`src/sv/tqi_pkg.sv`:
```
`default_nettype none
// ----------------------------------------------------------------------------
// Table quadratic interpolator package
// Shared types, constants and controller command/status structures.
// ----------------------------------------------------------------------------
package tqi_pkg;

    localparam int TableDepth = 128;
    localparam int IdxW       = $clog2(TableDepth);
    localparam int CntW       = IdxW + 1;

    localparam logic [1:0] StatOk      = 2'd0;
    localparam logic [1:0] StatFewPts  = 2'd1;
    localparam logic [1:0] StatZeroDiv = 2'd2;

    localparam logic OpWrite  = 1'b0;
    localparam logic OpQuery  = 1'b1;

    typedef enum logic [3:0] {
        t_ST_IDLE,
        t_ST_RD_LO,
        t_ST_RD_HI,
        t_ST_CLAMP,
        t_ST_SEARCH,
        t_ST_LOAD,
        t_ST_DIFF,
        t_ST_DIV,
        t_ST_EVAL,
        t_ST_DONE
    } t_state;

    // datapath division operand selects
    typedef enum logic [1:0] {
        t_DIV_D12,
        t_DIV_D01,
        t_DIV_D012
    } t_div_sel;

    typedef struct packed {
        logic           load_q;     // capture query x
        logic           rd_en;      // issue table read
        logic [IdxW-1:0] rd_addr;
        logic           cap_lo;
        logic           cap_hi;
        logic           clamp;
        logic           cap_pt;     // capture search read as candidate
        logic [1:0]     pt_slot;    // which of x0/x1/x2 receives the read
        logic           diffs;
        logic           div_start;
        t_div_sel       div_sel;
        logic [1:0]     eval_step;
        logic           eval_en;
        logic           clr_zd;
    } t_cmd;

    typedef struct packed {
        logic rd_le;      // read x at or below clamped x
        logic div_busy;
    } t_sts;

endpackage : tqi_pkg
`default_nettype wire

```
`src/sv/tqi_ctrl.sv`:
```
`default_nettype none
// ----------------------------------------------------------------------------
// Interpolator controller
// Sequences clamp, backward search, point loads, divisions and evaluation.
// ----------------------------------------------------------------------------
module tqi_ctrl (
    input  wire logic                   i_clk,
    input  wire logic                   i_rst_n,
    input  wire logic                   i_query,
    input  wire logic [7:0]             i_point_count,
    input  wire tqi_pkg::t_sts          i_sts,
    output tqi_pkg::t_cmd               o_cmd,
    output logic                        o_busy,
    output logic                        o_done,
    output logic                        o_few
);
    tqi_pkg::t_state r_state, n_state;
    logic [tqi_pkg::IdxW-1:0] r_p, n_p, r_last, n_last;
    logic [1:0] r_sub, n_sub;
    logic       r_few, n_few;
    logic [tqi_pkg::CntW-1:0] cnt;

    always_comb begin
        if (i_point_count > 8'(tqi_pkg::TableDepth))
            cnt = tqi_pkg::CntW'(tqi_pkg::TableDepth);
        else
            cnt = tqi_pkg::CntW'(i_point_count);
    end

    always_ff @(posedge i_clk) begin
        if (!i_rst_n) begin
            r_state <= tqi_pkg::t_ST_IDLE;
            r_p <= '0; r_last <= '0; r_sub <= '0; r_few <= 1'b0;
        end else begin
            r_state <= n_state;
            r_p <= n_p; r_last <= n_last; r_sub <= n_sub; r_few <= n_few;
        end
    end

    always_comb begin
        n_state = r_state; n_p = r_p; n_last = r_last; n_sub = r_sub; n_few = r_few;
        o_cmd = '0;
        o_cmd.div_sel = tqi_pkg::t_div_sel'(r_sub);
        o_done = 1'b0;
        unique case (r_state)
            tqi_pkg::t_ST_IDLE: begin
                if (i_query) begin
                    o_cmd.load_q = 1'b1;
                    o_cmd.clr_zd = 1'b1;
                    if (cnt < tqi_pkg::CntW'(3)) begin
                        n_few = 1'b1; n_state = tqi_pkg::t_ST_DONE;
                    end else begin
                        n_few = 1'b0;
                        n_last = tqi_pkg::IdxW'(cnt - tqi_pkg::CntW'(1));
                        o_cmd.rd_en = 1'b1; o_cmd.rd_addr = '0;
                        n_state = tqi_pkg::t_ST_RD_LO;
                    end
                end
            end
            tqi_pkg::t_ST_RD_LO: begin
                o_cmd.cap_lo = 1'b1;
                o_cmd.rd_en = 1'b1; o_cmd.rd_addr = r_last;
                n_state = tqi_pkg::t_ST_RD_HI;
            end
            tqi_pkg::t_ST_RD_HI: begin
                o_cmd.cap_hi = 1'b1;
                n_state = tqi_pkg::t_ST_CLAMP;
            end
            tqi_pkg::t_ST_CLAMP: begin
                o_cmd.clamp = 1'b1;
                o_cmd.rd_en = 1'b1; o_cmd.rd_addr = r_last;
                n_p = r_last;
                n_state = tqi_pkg::t_ST_SEARCH;
            end
            tqi_pkg::t_ST_SEARCH: begin
                // read data of r_p is valid here
                if (r_p == '0 || i_sts.rd_le) begin
                    if (r_p >= r_last - tqi_pkg::IdxW'(1))
                        n_p = r_last - tqi_pkg::IdxW'(2);
                    o_cmd.rd_en = 1'b1;
                    o_cmd.rd_addr = (r_p >= r_last - tqi_pkg::IdxW'(1))
                                    ? r_last - tqi_pkg::IdxW'(2) : r_p;
                    n_sub = 2'd0;
                    n_state = tqi_pkg::t_ST_LOAD;
                end else begin
                    n_p = r_p - tqi_pkg::IdxW'(1);
                    o_cmd.rd_en = 1'b1; o_cmd.rd_addr = r_p - tqi_pkg::IdxW'(1);
                end
            end
            tqi_pkg::t_ST_LOAD: begin
                o_cmd.cap_pt = 1'b1; o_cmd.pt_slot = r_sub;
                o_cmd.rd_en = 1'b1;
                o_cmd.rd_addr = r_p + tqi_pkg::IdxW'(r_sub) + tqi_pkg::IdxW'(1);
                if (r_sub == 2'd2) begin
                    n_state = tqi_pkg::t_ST_DIFF;
                end else begin
                    n_sub = r_sub + 2'd1;
                end
            end
            tqi_pkg::t_ST_DIFF: begin
                o_cmd.diffs = 1'b1;
                n_sub = 2'd0;
                n_state = tqi_pkg::t_ST_DIV;
            end
            tqi_pkg::t_ST_DIV: begin
                // start the division selected by r_sub once the divider is free
                if (!i_sts.div_busy) begin
                    o_cmd.div_start = 1'b1;
                    n_state = tqi_pkg::t_ST_EVAL;
                end
            end
            tqi_pkg::t_ST_EVAL: begin
                // wait for quotient capture, then next division or evaluation
                if (!i_sts.div_busy) begin
                    if (r_sub == 2'd2) begin
                        n_sub = 2'd0;
                        n_state = tqi_pkg::t_ST_DONE;
                        o_cmd.eval_en = 1'b1; o_cmd.eval_step = 2'd0;
                        o_cmd.div_sel = tqi_pkg::t_DIV_D012;
                        n_sub = 2'd1;
                        n_few = 1'b0;
                        n_state = tqi_pkg::t_ST_DONE;
                    end else begin
                        n_sub = r_sub + 2'd1;
                        n_state = tqi_pkg::t_ST_DIV;
                    end
                end
            end
            tqi_pkg::t_ST_DONE: begin
                if (r_few || r_sub == 2'd0) begin
                    o_done = 1'b1;
                    n_state = tqi_pkg::t_ST_IDLE;
                end else begin
                    o_cmd.eval_en = 1'b1; o_cmd.eval_step = r_sub;
                    o_cmd.div_sel = tqi_pkg::t_DIV_D012;
                    n_sub = (r_sub == 2'd3) ? 2'd0 : r_sub + 2'd1;
                end
            end
            default: n_state = tqi_pkg::t_ST_IDLE;
        endcase
    end

    assign o_busy = (r_state != tqi_pkg::t_ST_IDLE);
    assign o_few  = r_few;
endmodule
`default_nettype wire

```
`config.mk`:
```
export PLATFORM = sky130hd
export DESIGN_NAME = tqi_ctrl
export DESIGN_NICKNAME = d
export VERILOG_FILES = /design/src/sv/tqi_pkg.sv /design/src/sv/tqi_ctrl.sv
export SDC_FILE = /design/constraint.sdc
export NUM_CORES = 1
export LEC_CHECK = 0
export BUFFER_PORTS_ARGS = -buffer_cell sky130_fd_sc_hd__clkbuf_2
export CAP_MARGIN = 20
export CORE_ASPECT_RATIO = 1.5
export CORE_UTILIZATION = 52
export CTS_BUF_LIST = sky130_fd_sc_hd__clkbuf_4
export CTS_CLUSTER_SIZE = 25
export DETAILED_ROUTE_END_ITERATION = 7
export PLACE_DENSITY = 0.74
export RECOVER_POWER = 50
export REMOVE_ABC_BUFFERS = 1
export SYNTH_ARGS = -nofsm -noshare
export SYNTH_HDL_FRONTEND = slang
export SYNTH_SLANG_ARGS = --single-unit
```
`constraint.sdc`:
```
create_clock -name i_clk -period 8.3 [get_ports i_clk]
set_input_delay 0.415 -clock i_clk [delete_from_list [all_inputs] [get_ports i_clk]]
set_output_delay 0.415 -clock i_clk [all_outputs]
set_load 0.1 [all_outputs]
```
==> results.yml, run 1 <==
die:
  die_h_um: 85.9
  rows: 30
  die_area_sq_um: 4980
  fp.dieW_um: 57.9
  initial_core_util_pct: 54.2
  io_pins: 39
  core_sq_um: 4500
job:
  maxCapViolCount: 0
timing:
  period_minus_slack_ps: 4360
  setup_ws_ps: 3940
  hold_viol: 0
  fin_crit_sh_pct: 52.5
  final-setup-viol-count: 0
  setup_tns_ps: 0
  grt_setup_unrepaired: "false"
  slew_viol_final: 0
  max_freq_mhz: 229
  relSlewSlack_pct: 23.0
  fin_skew_ps: 14.1
  worstMarginPinSlew_ps: 1160
placed_design:
  post_dp_cell_area_sq_um: 2570
  io_buffers: 38
  post-place-ws_ps: 4380
  routabilityCongestion: 0.988
  place_hpwl_um: 5130
final_layout:
  nNetsFinal: 383
  num_antenna_cells: 0
  area_growth_syn_to_layout_pct: 4.46
  nFillCells: 449
  final_cell_area_sq_um: 2550
  layout-drive-gt1-share_pct: 11.5
synth:
  syn_area_sq_um: 2440
  muxShareOfSynthArea_pct: 2.10
  syn_inst: 332
  synth-seq-area-share_pct: 17.2
  synth-simple-area-share_pct: 28.4
  yosys_most_used_dff: "dfxtp_1"
  synth_cell_types: 62
  synth_warnings: 0
  synth_compound_area_share_pct: 26.9
  synth-edff-count: 0
  synthAdderAreaFrac_pct: 11.1
  ys_ff_latch: 21
  synth_top_family_by_area: "simple AND/OR/NAND/NOR gates"
  async_reset_ff_share_pct: 0
  synthXorXnorAreaFrac_pct: 6.46
  syn_avg_cell_area_sq_um: 7.35
setup_path:
  path_cells: "inv_1 -> ha_1 -> a21boi_0 -> nand2_1 -> xor2_1 -> ha_1 -> a21o_1 -> a221oi_1 -> o21ai_0 -> mux2i_1 -> o221ai_1 -> clkbuf_2"
  cp.buffers_inverters: 2
  cp.depth: 12
  cpLargestDelayFamily: "compound AO/OA/AOI/OAI gates"
  crit_path_end_kind: "output pin"
  slowest_delay_ps: 510
  path_common_cell: "ha_1"
  r2r_cells: 11
  path_class: "reg -> out"
  crit_required_ps: 7890
  critPathSlowestCell: "a221oi_1"
  cp_max_fo: 6
  startpoint_type: "register"
  arrival_ps: 3940
routing:
  first_pass_iters: 8
  drc: 2
  drt-total-wl_um: 6800
  vias_per_cell: 6.54
  dr.first_iter.drc_count: 285
  wl_per_cell_um: 17.2
  vias: 2590
  ant_nets: 0
global_route:
  grt_pass1_vias: 2344
  grt_pass1_wl_um: 11200
  antenna_found_initial: 0
  grt_max_degree: 23
  gr-total-overflow: 0
  grt_usage_pct: 28.5
power:
  ir_drop_uv: 410
  power.leakage_uw: 0.00105
  power.density_nw_per_um2: 420
status:
  violations: "design-rule violations"
  run_status: "finished, violations left"
clock_tree:
  numCtsBuffers: 3
  clk_path_buf_depth: 2
  cts_max_level: 1
  clk_latency_ps: 330
  cts_setup_buffers: 0
  path_clk_slew_ps: 140
  clock-root-buffer: "clkbuf_4"
  cts_hold_buf: 0
  cts_sinks: 21
  ctsResizeCount: 0
  tritoncts: "built"
worst_hold_path:
  worstHoldPathCells: 3
  hold_class: "in -> reg"
-- cells by family after synthesis --
logic type      Yosys count
compound gates           93
mux                       5
flops                    21
fa+ha+maj                21
simple gates            131
xor+xnor                 18
buf+inv                  43
-- power breakdown --
part | switching [uW] | internal [uW]
Combinational | 564 | 236
Clock | 36.6 | 18.5
Sequential | 85.7 | 130
-- cell usage after synthesis, types with 6 or more instances --
cell type,n,area [sq um]
ha_1,20,250
o21ai_0,17,85.1
o211ai_1,9,67.6
inv_1,16,60.1
clkbuf_1,16,60.1
nand2_1,28,105
nor3_1,16,80.1
nand3_1,8,40.0
xor2_1,7,61.3
a21oi_1,14,70.1
nor2_1,32,120
xnor2_1,11,96.3
dfxtp_1,21,420
nor2b_1,9,56.3
a31oi_1,7,43.8
a22oi_1,6,45.0
nand2b_1,10,62.6
-- final timing paths --
path	from	endpoint	slack (ps)
min reg2reg	o_few$_SDFFE_PN0P_	o_few$_SDFFE_PN0P_	520
max reg2reg	r_last[2]$_SDFFE_PN0P_	r_p[4]$_SDFFE_PN0P_	4980
max	r_last[2]$_SDFFE_PN0P_	o_cmd[20]	3940
min	i_point_count[6]	r_last[6]$_SDFFE_PN0P_	360
-- metal layers --
metal / routed length [um] / global-route usage [%] / vias up
met5: 0 / 0 / -
li1: - / - / 1238
met3: 317 / 1.81 / 27
met1: 2730 / 33.9 / 1211
met2: 3430 / 49.5 / 114
met4: 328 / 16.7 / 0
-- worst reg2reg max path, delay by kind of cell, from the launching register on --
kind | cells | cell delay, ps
compound gates | 6 | 1910
buf+inv | 1 | 110
simple gates | 1 | 110
fa+ha+maj | 2 | 470
flops | 1 | 460
xor+xnor | 1 | 150
-- per-stage QoR --
step                      util [%]  total power [uW]  cells  hold WS (ps)
after floorplan                  -               860    305           517
after global placement        57.0              1020    392           488
after detailed placement      57.0              1030    392           500
after CTS                     57.7              1080    396           364
after global routing          56.6              1140    396           374
final                         56.6              1070    396           362
-- state kept, by name, indices dropped and copies added, names as in the netlist --
register	cells
r_last	7
r_p	7
r_state	4
r_sub	2
o_few	1
-- cell type report --
type	count	area, sq um	share of cell area, %
clock buffers	3	22.5	0.884
clock inverters	1	7.51	0.295
inverters	16	60.1	2.36
multi-input cells	268	1790	70.3
flip-flops and latches	21	420	16.5
well taps	48	60.1	2.36
repair buffers	39	186	7.31
-- layout by cell type, fill, tap and decap left out, drive strengths merged, types with 5 or more instances in the layout --
cell / instances
nand3: 8
nand2b: 10
a211oi: 6
o21ai: 17
o211ai: 9
a21oi: 14
xnor2: 11
nor2b: 9
ha: 20
nor2: 33
a31oi: 7
a22oi: 6
nand2: 28
inv: 16
dfxtp: 21
xor2: 7
clkbuf: 41
nor3: 17
o2111ai: 5
No activity file was read; power rests on OpenSTA's default activity.
==> run 2: changes to the inputs <==
--- a/config.mk
+++ b/config.mk
@@ -5,6 +5,7 @@
 export SDC_FILE = /design/constraint.sdc
 export NUM_CORES = 1
 export LEC_CHECK = 0
+export ABC_AREA = 1
 export BUFFER_PORTS_ARGS = -buffer_cell sky130_fd_sc_hd__clkbuf_2
 export CAP_MARGIN = 20
 export CORE_ASPECT_RATIO = 1.5
@@ -12,7 +13,7 @@
 export CTS_BUF_LIST = sky130_fd_sc_hd__clkbuf_4
 export CTS_CLUSTER_SIZE = 25
 export DETAILED_ROUTE_END_ITERATION = 7
-export PLACE_DENSITY = 0.74
+export PLACE_DENSITY = 0.75
 export RECOVER_POWER = 50
 export REMOVE_ABC_BUFFERS = 1
 export SYNTH_ARGS = -nofsm -noshare
==> constraint.sdc (replaced) <==
create_clock -name i_clk -period 4.1 [get_ports i_clk]
set_input_delay 0.205 -clock i_clk [delete_from_list [all_inputs] [get_ports i_clk]]
set_output_delay 0.205 -clock i_clk [all_outputs]
set_load 0.1 [all_outputs]
==> results.yml, run 2 <==
timing:
  relSlewSlack_pct: 22.0
  slew_viol_final: 0
  grt_setup_unrepaired: "false"
  worstMarginPinSlew_ps: 1170
  final-setup-viol-count: 0
  setup_tns_ps: 0
  period_minus_slack_ps: 3550
  fin_skew_ps: 5.14
  fin_crit_sh_pct: 86.5
  hold_viol: 0
  max_freq_mhz: 282
routing:
  first_pass_iters: 4
  wl_per_cell_um: 14.5
  dr.first_iter.drc_count: 147
  vias: 2535
  vias_per_cell: 5.46
  drt-total-wl_um: 6720
  ant_nets: 0
  drc: 0
synth:
  synth_cell_types: 30
  synth_area_leaders: "dfxtp_1 (18%), nand2_1 (14%), ha_1 (11%)"
  synth-edff-count: 0
  synth_top_area_cell: "dfxtp_1"
  yosys_most_used_dff: "dfxtp_1"
  ys_ff_latch: 21
  yosysTopAreaCellShare_pct: 18.4
  async_reset_ff_share_pct: 0
  syn_inst: 380
  synth-seq-area-share_pct: 18.4
  synth_warnings: 0
  synth_most_common_cell: "nand2_1"
  syn_avg_cell_area_sq_um: 6.02
  syn_area_sq_um: 2290
  synth_common_cells: "nand2_1 (88), inv_1 (64), nor2_1 (35), a21oi_1 (29), nand3_1 (25)"
die:
  core_sq_um: 4210
  die_h_um: 83.3
  io_pins: 39
  initial_core_util_pct: 54.4
  die_area_sq_um: 4680
  rows: 29
  fp.dieW_um: 56.2
setup_path:
  critPathSlowestCell: "clkbuf_2"
  crit_path_end_kind: "output pin"
  path_cells: "inv_1 -> ha_1 -> nand2_1 -> nand2_1 -> nor3_1 -> xor2_1 -> ha_1 -> nand2_1 -> a21oi_1 -> nor2_1 -> nand2_1 -> inv_1 -> nand2_1 -> nand3_1 -> nand2_1 -> o211ai_1 -> clkbuf_2"
  r2r-start: "r_last[1]$_SDFFE_PN0P_"
  path_common_cell: "nand2_1"
  timing.rr.end: "r_p[1]$_SDFFE_PN0P_"
  r2r_cells: 17
  cp.buffers_inverters: 3
  path_class: "reg -> out"
  startpoint_type: "register"
  regToRegSetupSlack_ps: 1350
  arrival_ps: 3340
  slowest_delay_ps: 480
  cpLargestDelayFamily: "simple AND/OR/NAND/NOR gates"
  cp_max_fo: 9
  crit_required_ps: 3890
clock_tree:
  cts_hold_buf: 0
  cts_setup_buffers: 0
  clk_latency_ps: 310
  tritoncts: "built"
  numCtsBuffers: 3
  path_clk_slew_ps: 140
  cts_max_level: 1
  clock-root-buffer: "clkbuf_4"
  clk_path_buf_depth: 2
  cts_sinks: 21
  ctsResizeCount: 0
final_layout:
  nFillCells: 445
  instances_no_fill: 464
  nNetsFinal: 453
  area_growth_syn_to_layout_pct: 10.2
  layout-drive-gt1-share_pct: 12.4
  top_regs: "r_last x7, r_p x7, r_state x4"
  final_common_cell: "nand2_1"
  num_antenna_cells: 0
  final_cell_mix: "nand2_1 (88), inv_1 (64), nor2_1 (36)"
power:
  power.switching_uw: 1150
  power.density_nw_per_um2: 705
  power.internal_uw: 623
  p_sw_share_pct: 65.0
  power.leakage_uw: 0.00137
  p_total_uw: 1780
  clkPwrFrac_pct: 6.1
  ir_drop_uv: 686
  pwr-share-seq_pct: 19.0
  p_comb_share_pct: 74.9
worst_hold_path:
  hold_class: "in -> reg"
  min_to: "r_state[1]$_SDFFE_PN0P_"
  worstHoldPathCells: 3
  min_from: "i_sts[0]"
placed_design:
  routabilityCongestion: 0.998
  dp.cells: 460
  io_buffers: 38
  place_hpwl_um: 5420
job:
  maxCapViolCount: 0
status:
  run_status: "finished clean"
global_route:
  gr-total-overflow: 0
  grt_pass1_wl_um: 11000
  grt_max_degree: 13
  grt_pass1_vias: 2437
  grt_usage_pct: 29.7
  antenna_found_initial: 0
## run 2: cell types whose count changed in the layout (fill, tap and decap cells not counted), moves of 6 or more
cell / before / now
nand2_1: 28 / 88
inv_1: 16 / 64
nand3_1: 8 / 25
a21oi_1: 14 / 29
nand2b_1: 10 / 0
nor2b_1: 9 / 0
nor3_1: 16 / 7
o21ai_0: 17 / 26
xnor2_1: 11 / 2
inv_2: 0 / 8
a31oi_1: 7 / 0
xor2_1: 7 / 13
## run 2: metal layers
| layer | vias to the layer above | wire, um | GRT usage, % |
|---|---|---|---|
| met3 | 25 | 253 | 2.18 |
| li1 | 1303 | - | - |
| met2 | 77 | 3430 | 56.0 |
| met1 | 1130 | 2710 | 31.8 |
| met5 | - | 0 | 0 |
| met4 | 0 | 319 | 16.0 |
## run 2: cell type report
type | instances | area [sq um] | area share [%]
tap | 46 | 57.6 | 2.28
sequential | 21 | 420 | 16.7
clock buffer | 3 | 22.5 | 0.893
timing repair buffer | 38 | 176 | 7.00
clock inverter | 1 | 5.00 | 0.199
multi-input combinational | 283 | 1570 | 62.2
inverter | 72 | 270 | 10.7
## run 2: kinds of logic after synthesis
| logic type | synth area share (%) |
|---|---|
| compound gates | 17.6 |
| xor+xnor | 5.74 |
| fa+ha+maj | 11.8 |
| buf+inv | 12.7 |
| flops | 18.4 |
| simple gates | 33.7 |
## run 2: power groups by stage
stage / logic [uW] / clock network (uW) / registers (uW)
5_1_grt: 1450 / 118 / 346
3_3_place_gp: 1330 / 0 / 341
3_5_place_dp: 1330 / 0 / 341
4_1_cts: 1340 / 114 / 336
6_report: 1330 / 109 / 338
2_1_floorplan: 1100 / 0 / 321
## run 2: how the worst max path moves through the flow
stage / to / cells past startpoint / slack [ps] / start
2_1_floorplan: o_cmd[21] / 7 / -1360 / r_state[1]$_SDFFE_PN0P_
3_3_place_gp: o_cmd[20] / 17 / 1000 / r_last[1]$_SDFFE_PN0P_
3_5_place_dp: o_cmd[20] / 17 / 960 / r_last[1]$_SDFFE_PN0P_
4_1_cts: o_cmd[20] / 17 / 580 / r_last[1]$_SDFFE_PN0P_
5_1_grt: o_cmd[20] / 17 / 210 / r_last[1]$_SDFFE_PN0P_
6_report: o_cmd[20] / 17 / 550 / r_last[1]$_SDFFE_PN0P_
## run 2: through the flow
step                hold WS, ps  utilization, %  instance area, sq um  worst slack, ps
global route                234            59.9                  2520              214
global placement            478            59.8                  2510              996
detailed placement          484            59.8                  2510              956
finish                      229            59.9                  2520              552
CTS                         209            60.4                  2540              579
floorplan                   343               -                  2270            -1360
## run 2: worst min-delay path, cell delays in order
cell	delay [ps]
clkbuf_2	100
nand2_1	110
a21oi_1	90
